**src/rtl/core/conv_threshold_highlight_defines.svh**
```systemverilog
// Assertion helpers for the top-level RTL file.
`ifndef CONV_THRESHOLD_HIGHLIGHT_DEFINES_SVH
`define CONV_THRESHOLD_HIGHLIGHT_DEFINES_SVH

// Checked only outside reset.
`define CTC_ASSERT(lbl, prop, msg) \
  lbl: assert property (@(posedge clk) disable iff (!rst_n) prop) else $error(msg);

// Checked at every edge, reset included.
`define CTC_ASSERT_ALWAYS(lbl, prop, msg) \
  lbl: assert property (@(posedge clk) prop) else $error(msg);

`endif

```
**src/rtl/core/ctc_pkg.sv**
```systemverilog
package ctc_pkg;

  localparam int KERNEL_SIZE = 3;
  localparam int MAX_WIDTH   = 1024;
  localparam int COEF_BITS   = 8;
  localparam int TAPS        = KERNEL_SIZE * KERNEL_SIZE;
  localparam int PIX_W       = 24;
  localparam int COL_W       = 10;
  localparam int ROW_W       = 12;
  localparam int WID_W       = 11;
  localparam int SUM_W       = 20;
  localparam int DEN_W       = 12;
  localparam int ADDR_W      = 5;

  localparam logic [ROW_W-1:0] ROW_MAX = 12'd4095;

  // Register indexes (paddr[4:2])
  localparam logic [2:0] REG_COEF_TOP = 3'd0;
  localparam logic [2:0] REG_COEF_MID = 3'd1;
  localparam logic [2:0] REG_COEF_BOT = 3'd2;
  localparam logic [2:0] REG_WIDTH    = 3'd3;
  localparam logic [2:0] REG_THRESH   = 3'd4;

  typedef struct packed {
    logic       start_of_frame;
    logic [7:0] in_red;
    logic [7:0] in_green;
    logic [7:0] in_blue;
  } in_item_t;

  typedef struct packed {
    logic [COL_W-1:0] center_col;
    logic [ROW_W-1:0] center_row;
    logic [7:0]       out_red;
    logic [7:0]       out_green;
    logic [7:0]       out_blue;
    logic             highlighted;
  } out_item_t;

  typedef struct packed {
    logic start;
    logic ack;
  } flt_ctl_t;

  typedef struct packed {
    logic done;
    logic hi;
  } flt_res_t;

endpackage

```
**src/rtl/core/ctc_filter.sv**
```systemverilog
module ctc_filter (
  input  logic                                      clk,
  input  logic                                      rst_n,
  input  ctc_pkg::flt_ctl_t                         ctl,
  input  logic [ctc_pkg::TAPS*ctc_pkg::PIX_W-1:0]   win,
  input  logic [3*3*ctc_pkg::COEF_BITS-1:0]         coefs,
  input  logic [7:0]                                threshold,
  output ctc_pkg::flt_res_t                         res
);

  typedef enum logic [2:0] {F_IDLE, F_MAC, F_NORM, F_DIV, F_DONE} fst_t;

  fst_t                               st_r;
  logic [3:0]                         tap_r;
  logic signed [ctc_pkg::SUM_W-1:0]   acc_r [3];
  logic signed [ctc_pkg::DEN_W-1:0]   den_r;
  logic [ctc_pkg::SUM_W-1:0]          rem_r;
  logic [ctc_pkg::DEN_W-1:0]          dv_r;
  logic [7:0]                         q_r;
  logic [2:0]                         bit_r;

  logic signed [ctc_pkg::COEF_BITS-1:0] coef;
  logic signed [16:0]                   prod [3];
  logic signed [ctc_pkg::SUM_W-1:0]     peak;
  logic [ctc_pkg::DEN_W-1:0]            absden;
  logic [ctc_pkg::SUM_W:0]              lim;
  logic [ctc_pkg::SUM_W:0]              dsh;

  // Tap products, one tap per cycle
  always_comb begin
    coef = $signed(coefs[tap_r*ctc_pkg::COEF_BITS +: ctc_pkg::COEF_BITS]);
    for (int k = 0; k < 3; k++) begin
      prod[k] = coef * $signed({1'b0, win[tap_r*ctc_pkg::PIX_W + 8*k +: 8]});
    end
  end

  // Peak and denominator magnitude
  always_comb begin
    peak = acc_r[0];
    if (acc_r[1] > peak) peak = acc_r[1];
    if (acc_r[2] > peak) peak = acc_r[2];
    if (den_r == '0) begin
      absden = ctc_pkg::DEN_W'(1);
    end else if (den_r < 0) begin
      absden = ctc_pkg::DEN_W'(-den_r);
    end else begin
      absden = ctc_pkg::DEN_W'(den_r);
    end
    lim = (ctc_pkg::SUM_W+1)'(absden) << 8;
    dsh = (ctc_pkg::SUM_W+1)'(dv_r) << bit_r;
  end

  // Sequence MAC, normalize and restoring divide
  always_ff @(posedge clk) begin
    if (!rst_n) begin
      st_r  <= F_IDLE;
      tap_r <= '0;
      bit_r <= '0;
    end else begin
      case (st_r)
        F_IDLE: begin
          if (ctl.start) begin
            st_r  <= F_MAC;
            tap_r <= '0;
            den_r <= '0;
            for (int k = 0; k < 3; k++) acc_r[k] <= '0;
          end
        end
        F_MAC: begin
          for (int k = 0; k < 3; k++) acc_r[k] <= acc_r[k] + ctc_pkg::SUM_W'(prod[k]);
          den_r <= den_r + ctc_pkg::DEN_W'(coef);
          if (tap_r == 4'(ctc_pkg::TAPS - 1)) begin
            st_r <= F_NORM;
          end else begin
            tap_r <= tap_r + 4'd1;
          end
        end
        F_NORM: begin
          dv_r <= absden;
          if (peak <= 0) begin
            q_r  <= 8'd0;
            st_r <= F_DONE;
          end else if ((ctc_pkg::SUM_W+1)'(peak) >= lim) begin
            q_r  <= 8'd255;
            st_r <= F_DONE;
          end else begin
            rem_r <= ctc_pkg::SUM_W'(peak);
            q_r   <= 8'd0;
            bit_r <= 3'd7;
            st_r  <= F_DIV;
          end
        end
        F_DIV: begin
          if ((ctc_pkg::SUM_W+1)'(rem_r) >= dsh) begin
            rem_r        <= ctc_pkg::SUM_W'((ctc_pkg::SUM_W+1)'(rem_r) - dsh);
            q_r[bit_r]   <= 1'b1;
          end
          if (bit_r == 3'd0) begin
            st_r <= F_DONE;
          end else begin
            bit_r <= bit_r - 3'd1;
          end
        end
        F_DONE: begin
          if (ctl.ack) st_r <= F_IDLE;
        end
        default: st_r <= F_IDLE;
      endcase
    end
  end

  assign res.done = (st_r == F_DONE);
  assign res.hi   = (q_r > threshold);

endmodule

```
**config.mk**
```make
export PLATFORM = sky130hd
export DESIGN_NAME = ctc_filter
export DESIGN_NICKNAME = d
export VERILOG_FILES = /design/src/rtl/core/conv_threshold_highlight_defines.svh /design/src/rtl/core/ctc_pkg.sv /design/src/rtl/core/ctc_filter.sv
export SDC_FILE = /design/constraint.sdc
export NUM_CORES = 1
export LEC_CHECK = 0
export ABC_CLOCK_PERIOD_IN_PS = 11760
export BUFFER_PORTS_ARGS = -buffer_cell sky130_fd_sc_hd__buf_2
export CORE_ASPECT_RATIO = 0.9
export CORE_MARGIN = 3
export CORE_UTILIZATION = 50
export CTS_BUF_LIST = sky130_fd_sc_hd__clkbuf_4 sky130_fd_sc_hd__clkbuf_8
export CTS_CLUSTER_DIAMETER = 50
export DETAILED_ROUTE_END_ITERATION = 12
export HOLD_SLACK_MARGIN = 0.03
export PLACE_DENSITY_LB_ADDON = 0.1
export SYNTH_ARGS = -nofsm -noshare
export SYNTH_HDL_FRONTEND = slang
export SYNTH_SLANG_ARGS = --single-unit
```
**constraint.sdc**
```tcl
create_clock -name clk -period 11.76 [get_ports clk]
set_clock_uncertainty 0.1 [all_clocks]
set_input_delay 2.352 -clock clk [delete_from_list [all_inputs] [get_ports clk]]
set_output_delay 2.352 -clock clk [all_outputs]
set_load 0.005 [all_outputs]
```
### Yosys cells after proc, flatten, opt, wreduce, memory -nomap -nowiden

Memory sizes are Yosys's and may differ from the RTL's.
Index checks and enable logic that the tools add are counted.

* register bits: 62
* bits in latches: 0
* memories kept: 1
* bits in read-only memories: 0
* input bits: 300
* bits in writable memories: 60

Memory list
* acc_r: depth 3, bits a word 20, read ports 3, clocked after Yosys merged registers in 0, wr ports 3, line ctc_filter.sv:15 `logic signed [ctc_pkg::SUM_W-1:0] acc_r [3];`

* magnitude comparators: 9
* equal/unequal tests: 14
* shifts and indexed selects: 5
* reductions and logical operators: 13
* muxes and demuxes: 40
* divide/modulo/power cells: 0
* $mul: 4
* bitwise operators: 4
* $add $sub $neg: 10

Operators by type and width (number)
* $shiftx 216x11->8: 2
* $shiftx 216x10->8: 1
* $mux 20: 8
* $shiftx 72x8->8: 1
* $add 20x17->20: 3
* $mul 8x9->17: 3
* $gt 20x20->1: 2
* $pmux 20 s2: 1
* $mux 12: 3
* $mux 3: 9
* $mux 8: 3
* $pmux 12 s2: 1
* $ge 20x21->1: 1
* $ge 21x20->1: 1
* $shl 12x3->21: 1
* $le 20x1->1 const B: 1
* $sub 20x20->20: 1
* $ne 2x2->1 const B: 9
* $pmux 8 s2: 1
* $pmux 3 s5: 1
* $add 12x8->12: 1
* $logic_not 12->1: 1
* $lt 12x1->1 const B: 1
* $neg 12->12: 1
* other kinds (26): 42

### Logic depth before layout (Yosys ltp)

Gate-level depths: netlist of run 1.
An unclocked memory read counts as a cell.

* depth after elaboration: 9
* depth in mapped cells: 33
* depth with buffers taken out: 28

### Worst setup path after synthesis of run 1

No wires, ideal clock.

* kind: input to register
* start: input port coefs[47] in the netlist's numbering
* end: memory acc_r[0][58] in the netlist's numbering, data pin
* setup slack: 3.031 ns
* library setup time: 0.266 ns
* data arrival time: 8.363 ns
* cell stages on the path: 22
* required time: 11.394 ns
* path through: mux4_2 -> mux2i_1 -> o21ai_1 -> clkbuf_1 -> buf_2 -> nand2_1 -> fa_1 -> fa_1 -> inv_1 -> fa_1 -> fa_1 -> fa_1 -> ha_1 -> a21oi_1 -> o21bai_1 -> a21oi_1 -> o21bai_1 -> a41o_1 -> o41a_1 -> a31oi_1 -> xor2_1 -> nor2_1

RTL lines
* start, declared: line ctc_filter.sv:6 `input logic [3*3*ctc_pkg::COEF_BITS-1:0] coefs,`
* end, declared: line ctc_filter.sv:15

==> implementation parameters, run 1 <==
Parameter                              Value

Worst hold path
  Worst hold endpoint    st_r[0]
  Worst hold stages    1
  Hold_sp    st_r[1]
  Worst Hold Class    flip-flop to flip-flop

Setup path
  Total number of cells along the worst setup path    24
  Max stage delay cell, worst path    sky130_fd_sc_hd__o41ai_1
  R2r worst-path depth    21
  Setup slack, reg-to-reg    about 3400 ps
  Biggest fanout along the worst timing path    16
  FF-to-FF Start    tap_r[0]
  Crit path launch type    input pin
  Most prevalent standard cell on the critical path    sky130_fd_sc_hd__fa_1
  Crit-path cells    buf_2, mux4_2, mux2i_1, o21a_1, buf_4, clkinv_1, and2_1, fa_1, inv_1, fa_1, inv_1, fa_1, fa_1, fa_1, ha_1, inv_1, o21bai_1, a211oi_1, o31ai_1, o41ai_1, o2111ai_1, a21oi_1, xnor2_1, nor2_1
  Critical path's top delay family    adder cells
  Required time of the worst setup path    11900 ps
  CP Buf/Inv Count    6
  Critical path arrival    9260 ps
  Worst reg2reg path endpoint    acc_r[0][39]
  Crit path largest cell delay    approximately 620 ps
  Endpoint type of the worst setup path    flip-flop
  Setup CP Type    input pin to flip-flop

Floorplan
  Floorplan die height    192 um
  Die footprint    between 40000 and 50000 sq um
  Horizontal die dimension    around 210 um
  Placeable core region    between 30000 and 40000 sq um
  Standard-cell row count    between 60 and 70
  Top Ports    between 300 and 400
  Initial Utilization    a little over 50%

Global route
  Global-route wire length before repair    ~90 mm
  Number of global-route vias before repair    16222
  Maximum number of pins on one net before global-route repair    61
  Grt total ovfl    0
  Antenna violations before repair    6
  Overall routing resource usage    29.1%

Clocking
  Clock buffers created by TritonCTS    17
  Clock root buffer    sky130_fd_sc_hd__clkbuf_8
  Post-CTS setup buffer count    0
  Clock sink count    122
  CTS max path bufs    2
  CTS H-Tree Depth    4
  CTS tree    built
  Clock slew at reported path FFs    roughly 90 ps
  Hold buffers post-CTS    0
  Post-cts sizing count    0
  Insertion delay of the later-clocked pin in the worst-skew pair    a little under 500 ps

Logic synthesis
  Yosys top cell area share    approximately 18%
  Dominant cells by area after synthesis    sky130_fd_sc_hd__ha_1 (18%), sky130_fd_sc_hd__edfxtp_1 (17%), sky130_fd_sc_hd__fa_1 (16%), sky130_fd_sc_hd__mux4_2 (7.6%), sky130_fd_sc_hd__inv_1 (6.1%)
  Synthesized netlist net count    about 2800
  Most numerous cell in the Yosys netlist    sky130_fd_sc_hd__inv_1
  Number of synthesized flops with an enable pin    112
  Top post-synthesis cells by count    sky130_fd_sc_hd__inv_1 (313), sky130_fd_sc_hd__ha_1 (276), sky130_fd_sc_hd__nand2_1 (219)
  Async S/R FF share, synth    0%
  Flip-flop cell with the highest count after synthesis    sky130_fd_sc_hd__edfxtp_1
  Count of state elements after synthesis    around 120
  Combined area of all synthesized cells    roughly 19000 sq um
  Syn Inst Count    about 2100
  Sequential cell area fraction in the yosys report    18.5%
  Synth warnings    0
  Area leader, netlist    sky130_fd_sc_hd__ha_1
  Synthesized area divided by synthesized cell count    9.29 sq um
  Synth cell types    a little over 70

Place
  Half-perimeter wire length after placement    slightly above 50 mm
  Final estimated routing congestion in global placement    around 0.9
  Port Buf Inserts    ~300

Timing
  Final setup violating endpoints    0
  Time the worst path needs with I/O delays and setup    between 9000 and 10000 ps
  Setup TNS Final    0 ps
  Worst-margin pin slew    around 1000 ps
  Final worst-path cycle share    between 70% and 80%
  Number of hold-slack violations in the final timing report    0
  Unrepaired setup endpoints after global routing    false
  Rel. slew slack    about a third
  Max Clk Rate    110 MHz
  Final count of pins violating max slew    0

Finish
  Area growth from synthesis to layout    12.5%
  Fraction of final layout cells with drive strength greater than 1    19.2%
  Final-layout fill cell count    about 3400
  Net count, final    3075

Detailed routing
  Vias per cell    a little under 6
  Number of search-and-repair iterations in the first detailed-routing pass    6
  Total DRC errors in the routed layout    0
  Aggregate routed wire length    approximately 61 mm
  Vias    approximately 16000
  Number of DRC markers after the initial detailed-route iteration    between 1000 and 1500
  Count of nets left with antenna violations after detail routing    0
  Post-detailed-route wirelength per cell    21.3 um

Run
  Max-capacitance violation count    0

Run status
  Result of the run    finished, final reports clean
[worst reg2reg max path: cells and delay by family, from the launching register on]
kind | cells | cell delay, ps
multiplexers | 2 | 1150
adder cells (fa/ha/maj) | 6 | 2880
AO/OA/AOI/OAI | 7 | 2080
buffers and inverters | 3 | 870
flip-flops | 1 | 660
XOR/XNOR | 1 | 130
AND/OR/NAND/NOR | 2 | 250
[cells by family after synthesis]
logic type | after synthesis | share of synthesized area, %
AO/OA/AOI/OAI | 298 | 9.86
buffers and inverters | 390 | 7.70
XOR/XNOR | 87 | 3.95
multiplexers | 152 | 12.2
AND/OR/NAND/NOR | 596 | 13.9
flip-flops | 122 | 18.5
adder cells (fa/ha/maj) | 431 | 34.0
[layer usage]
metal	track usage, %	routed length [um]
met1	38.7	25300
met2	44.1	27400
met3	11.0	6010
met4	8.54	1610
met5	3.20	217
[area by class of cell]
type | count | area, sq um | share of cell area (%)
multi-input cells | 1564 | 14300 | 65.8
flip-flops and latches | 122 | 3570 | 16.4
repair buffers | 321 | 1660 | 7.63
inverters | 318 | 1190 | 5.50
well taps | 483 | 604 | 2.78
clock buffers | 18 | 241 | 1.11
clock inverters | 12 | 151 | 0.697
diodes | 2 | 5.00 | 0.0231
[registers in the layout, indices dropped and copies added (netlist names)]
signal and flops:
rem_r 20, q_r 8, den_r 12, acc_r 60
st_r 3, dv_r 12, bit_r 3, tap_r 4
[placed cells by master (no fill, tap or decap), drive strengths merged, types with 8 or more instances in the layout]
master,Yosys,layout
clkbuf,49,18
o21a,19,19
fa,155,155
nor4,11,11
a21o,21,21
dfxtp,10,10
edfxtp,112,112
nand2b,20,20
and3,23,23
ha,276,276
mux2i,80,80
xor2,41,41
o21ai,85,85
nor3,32,32
nor2b,20,20
xnor2,46,46
inv,314,315
o31ai,11,11
a31oi,13,13
mux4,65,65
o21bai,9,9
a211oi,10,10
a21oi,85,85
nand3,34,34
clkinv,4,8
nand2,219,219
buf,23,321
nand4,11,11
and2,20,20
nor2,184,184
[how the worst max path moves through the flow]
stage              start           end  slack, ps
6_report       coefs[59]  acc_r[0][39]       2640
4_1_cts        coefs[59]  acc_r[0][39]       2710
2_1_floorplan  coefs[47]  acc_r[0][58]       3030
3_5_place_dp   coefs[59]  acc_r[0][39]       2190
5_1_grt        coefs[59]  acc_r[0][39]       2370
3_3_place_gp   coefs[59]  acc_r[0][39]       2310
[stage by stage]
stage / hold WS (ps) / setup WS, ps / util [%] / instances / cell area (sq um)
floorplan: 408 / 3030 / - / 2076 / 19300
global placement: 448 / 2310 / 56.6 / 2808 / 21300
detailed placement: 447 / 2190 / 56.6 / 2808 / 21300
CTS: 465 / 2710 / 57.7 / 2838 / 21700
global route: 513 / 2370 / 57.7 / 2839 / 21700
finish: 470 / 2640 / 57.7 / 2840 / 21700
Power of run 1 is left out: the tool's default activity adds up to more than one toggle a clock period on the data nets, which glitch-free logic cannot reach.
==> run 2: changes to the inputs <==
ABC_AREA = 1   (was unset)
ABC_CLOCK_PERIOD_IN_PS = 7870   (was 11760)
clock period = 7.87 ns   (was 11.76 ns; I/O delays follow)
==> run 2 against run 1 <==
  * Flip-flop and latch count is the same
  * Synthesized cell count grew 27%
  * Sequential share of layout area fell by 0.51 points
  * Routed wire length is 7.7% higher
  * Design area increased by 3.2%
  * Register-to-register slack worse by 2700 ps
  * Count of clock-buffer cells in the layout fell by 1
  * First-iteration DRC count up 23%
  * Global-route usage rose by 2.5 points
  * Via count grew 16%
  * Critical endpoint is now acc_r[0][18]
  * Largest cell class unchanged
==> implementation parameters, run 2 <==
Parameter                              Value

Timing
  Number of hold-slack violations in the final timing report    0
  Rel. slew slack    between 20% and 30%
  Time the worst path needs with I/O delays and setup    7300 ps
  Worst-margin pin slew    roughly 1200 ps
  Final count of pins violating max slew    0
  Max Clk Rate    137 MHz
  Unrepaired setup endpoints after global routing    false
  Final setup violating endpoints    0
  Smallest hold slack    447 ps
  Final worst-path cycle share    between 90 and 100%
  Setup TNS Final    0 ps

Setup path
  Crit path launch type    input pin
  Required time of the worst setup path    roughly 8000 ps
  Crit path largest cell delay    approximately 510 ps
  Endpoint type of the worst setup path    flip-flop
  Max stage delay cell, worst path    sky130_fd_sc_hd__fa_1
  Critical path arrival    roughly 7500 ps
  Most prevalent standard cell on the critical path    sky130_fd_sc_hd__fa_1
  Setup slack, reg-to-reg    between 700 and 800 ps
  Biggest fanout along the worst timing path    11
  Setup CP Type    input pin to flip-flop

Global route
  Overall routing resource usage    31.6%
  GRT met1 Usage    between 40% and 50%
  Number of global-route vias before repair    19580
  Global Route met2 Usage    between 50 and 60%
  Global Route met3 Usage    around 4.7%
  Maximum number of pins on one net before global-route repair    130
  Grt total ovfl    0
  Global-route wire length before repair    roughly 100 mm
  Antenna violations before repair    6
  Global route hottest layer    met2

Finish
  Area growth from synthesis to layout    14.0%
  Area of all sequential standard cells    between 3000 and 4000 sq um
  Final-layout fill cell count    between 3000 and 4000
  Most frequent cells in the layout    sky130_fd_sc_hd__inv_1 (514), sky130_fd_sc_hd__nand2_1 (461), sky130_fd_sc_hd__buf_2 (301), sky130_fd_sc_hd__ha_1 (276), sky130_fd_sc_hd__nor2_1 (248)
  Flip-flop count of the largest register, all copies and words added    60
  Combined area of the multi-input logic cells    13800 sq um
  Most common cell after layout, fill and taps aside    sky130_fd_sc_hd__inv_1
  Biggest registers after layout    acc_r (60), rem_r (20)
  Fraction of final layout cells with drive strength greater than 1    between 15 and 20%
  Net count, final    between 3000 and 4000
  Register ranked first by flip-flop count    acc_r
  Final Cell Area    between 20000 and 25000 sq um

Floorplan
  Horizontal die dimension    215 um
  Die footprint    about 42000 sq um
  Top Ports    approximately 300
  Placeable core region    38500 sq um
  Standard-cell row count    approximately 70
  Floorplan die height    about 190 um
  Initial Utilization    approximately half

Detailed routing
  Vias    approximately 19000
  Number of search-and-repair iterations in the first detailed-routing pass    6
  Number of DRC markers after the initial detailed-route iteration    about 1400
  Total DRC errors in the routed layout    0
  Post-detailed-route wirelength per cell    about 19 um
  Vias per cell    approximately 5.5
  Count of nets left with antenna violations after detail routing    0
  Aggregate routed wire length    65.3 mm

Clocking
  Post-cts sizing count    0
  Clock slew at reported path FFs    90 ps
  Insertion delay of the later-clocked pin in the worst-skew pair    between 500 and 600 ps
  CTS max path bufs    2
  Clock sink count    122
  Post-CTS setup buffer count    0
  CTS H-Tree Depth    4
  Hold buffers post-CTS    0
  Clock root buffer    sky130_fd_sc_hd__clkbuf_8
  CTS tree    built
  Clock buffers created by TritonCTS    17

Logic synthesis
  Synth cell types    49
  Combined area of all synthesized cells    19700 sq um
  Yosys top cell area share    approximately 18%
  Syn Inst Count    approximately 2600
  Area leader, netlist    sky130_fd_sc_hd__ha_1
  Async S/R FF share, synth    0%
  Top post-synthesis cells by count    sky130_fd_sc_hd__inv_1 (516), sky130_fd_sc_hd__nand2_1 (461), sky130_fd_sc_hd__ha_1 (276)
  Dominant cells by area after synthesis    sky130_fd_sc_hd__ha_1 (18%), sky130_fd_sc_hd__edfxtp_1 (17%), sky130_fd_sc_hd__fa_1 (16%), sky130_fd_sc_hd__inv_1 (9.9%), sky130_fd_sc_hd__nand2_1 (8.8%)
  Most numerous cell in the Yosys netlist    sky130_fd_sc_hd__inv_1
  Synthesized area divided by synthesized cell count    between 7 and 8 sq um
  Number of synthesized flops with an enable pin    112
  Sequential cell area fraction in the yosys report    ~18%
  Synthesized netlist net count    3376
  Flip-flop cell with the highest count after synthesis    sky130_fd_sc_hd__edfxtp_1
  Synth warnings    0
  Count of state elements after synthesis    ~120

Place
  Final estimated routing congestion in global placement    ~1
  Half-perimeter wire length after placement    between 50 and 60 mm
  Post-place instance area    22000 sq um
  Port Buf Inserts    301

Run status
  Result of the run    finished, final reports clean

Run
  Max-capacitance violation count    0

Worst hold path
  Worst Hold Class    flip-flop to flip-flop
-- run 2: layout make-up --
| class | count | area share [%] |
|---|---|---|
| timing repair buffer | 368 | 9.25 |
| multi-input combinational | 1903 | 61.4 |
| tap | 525 | 2.93 |
| inverter | 520 | 8.72 |
| clock inverter | 15 | 0.665 |
| sequential | 122 | 15.9 |
| antenna | 3 | 0.0335 |
| clock buffer | 17 | 1.04 |
-- run 2: per-layer routing --
layer	part of all wire [%]	routed length (um)	vias to the layer above
met4	2.0	1280	6
met5	0.069	45	-
met3	6.9	4510	92
met2	48	31400	643
li1	-	-	9162
met1	43	28100	9176
-- run 2: critical path: cells and delay by family --
family,cells,cell delay (ps)
compound gates,10,1710
fa+ha+maj,6,2660
buf+inv,4,600
simple gates,9,920
-- run 2: cells by family after synthesis --
logic type,after synthesis,share of synthesized area (%)
compound gates,547,15.9
xor+xnor,37,1.65
fa+ha+maj,431,33.4
buf+inv,620,12.1
flops,122,18.1
simple gates,888,18.9
-- run 2: metrics by stage --
stage	util, %	std cells	setup WS, ps
detailed placement	57.1	3438	98.7
global route	58.1	3473	98.0
floorplan	-	2645	363
finish	58.1	3473	572
CTS	58.1	3470	635
global placement	57.1	3438	197
-- run 2: worst paths after layout --
path | to | startpoint | cells after the start
worst max-delay path | acc_r[0][18] | coefs[7] | 29
worst min-delay path | tap_r[3] | tap_r[3] | 2
worst max register to register | acc_r[0][18] | tap_r[1] | 29
worst min register to register | tap_r[3] | tap_r[3] | 2
Power of run 2 is left out for the same reason.
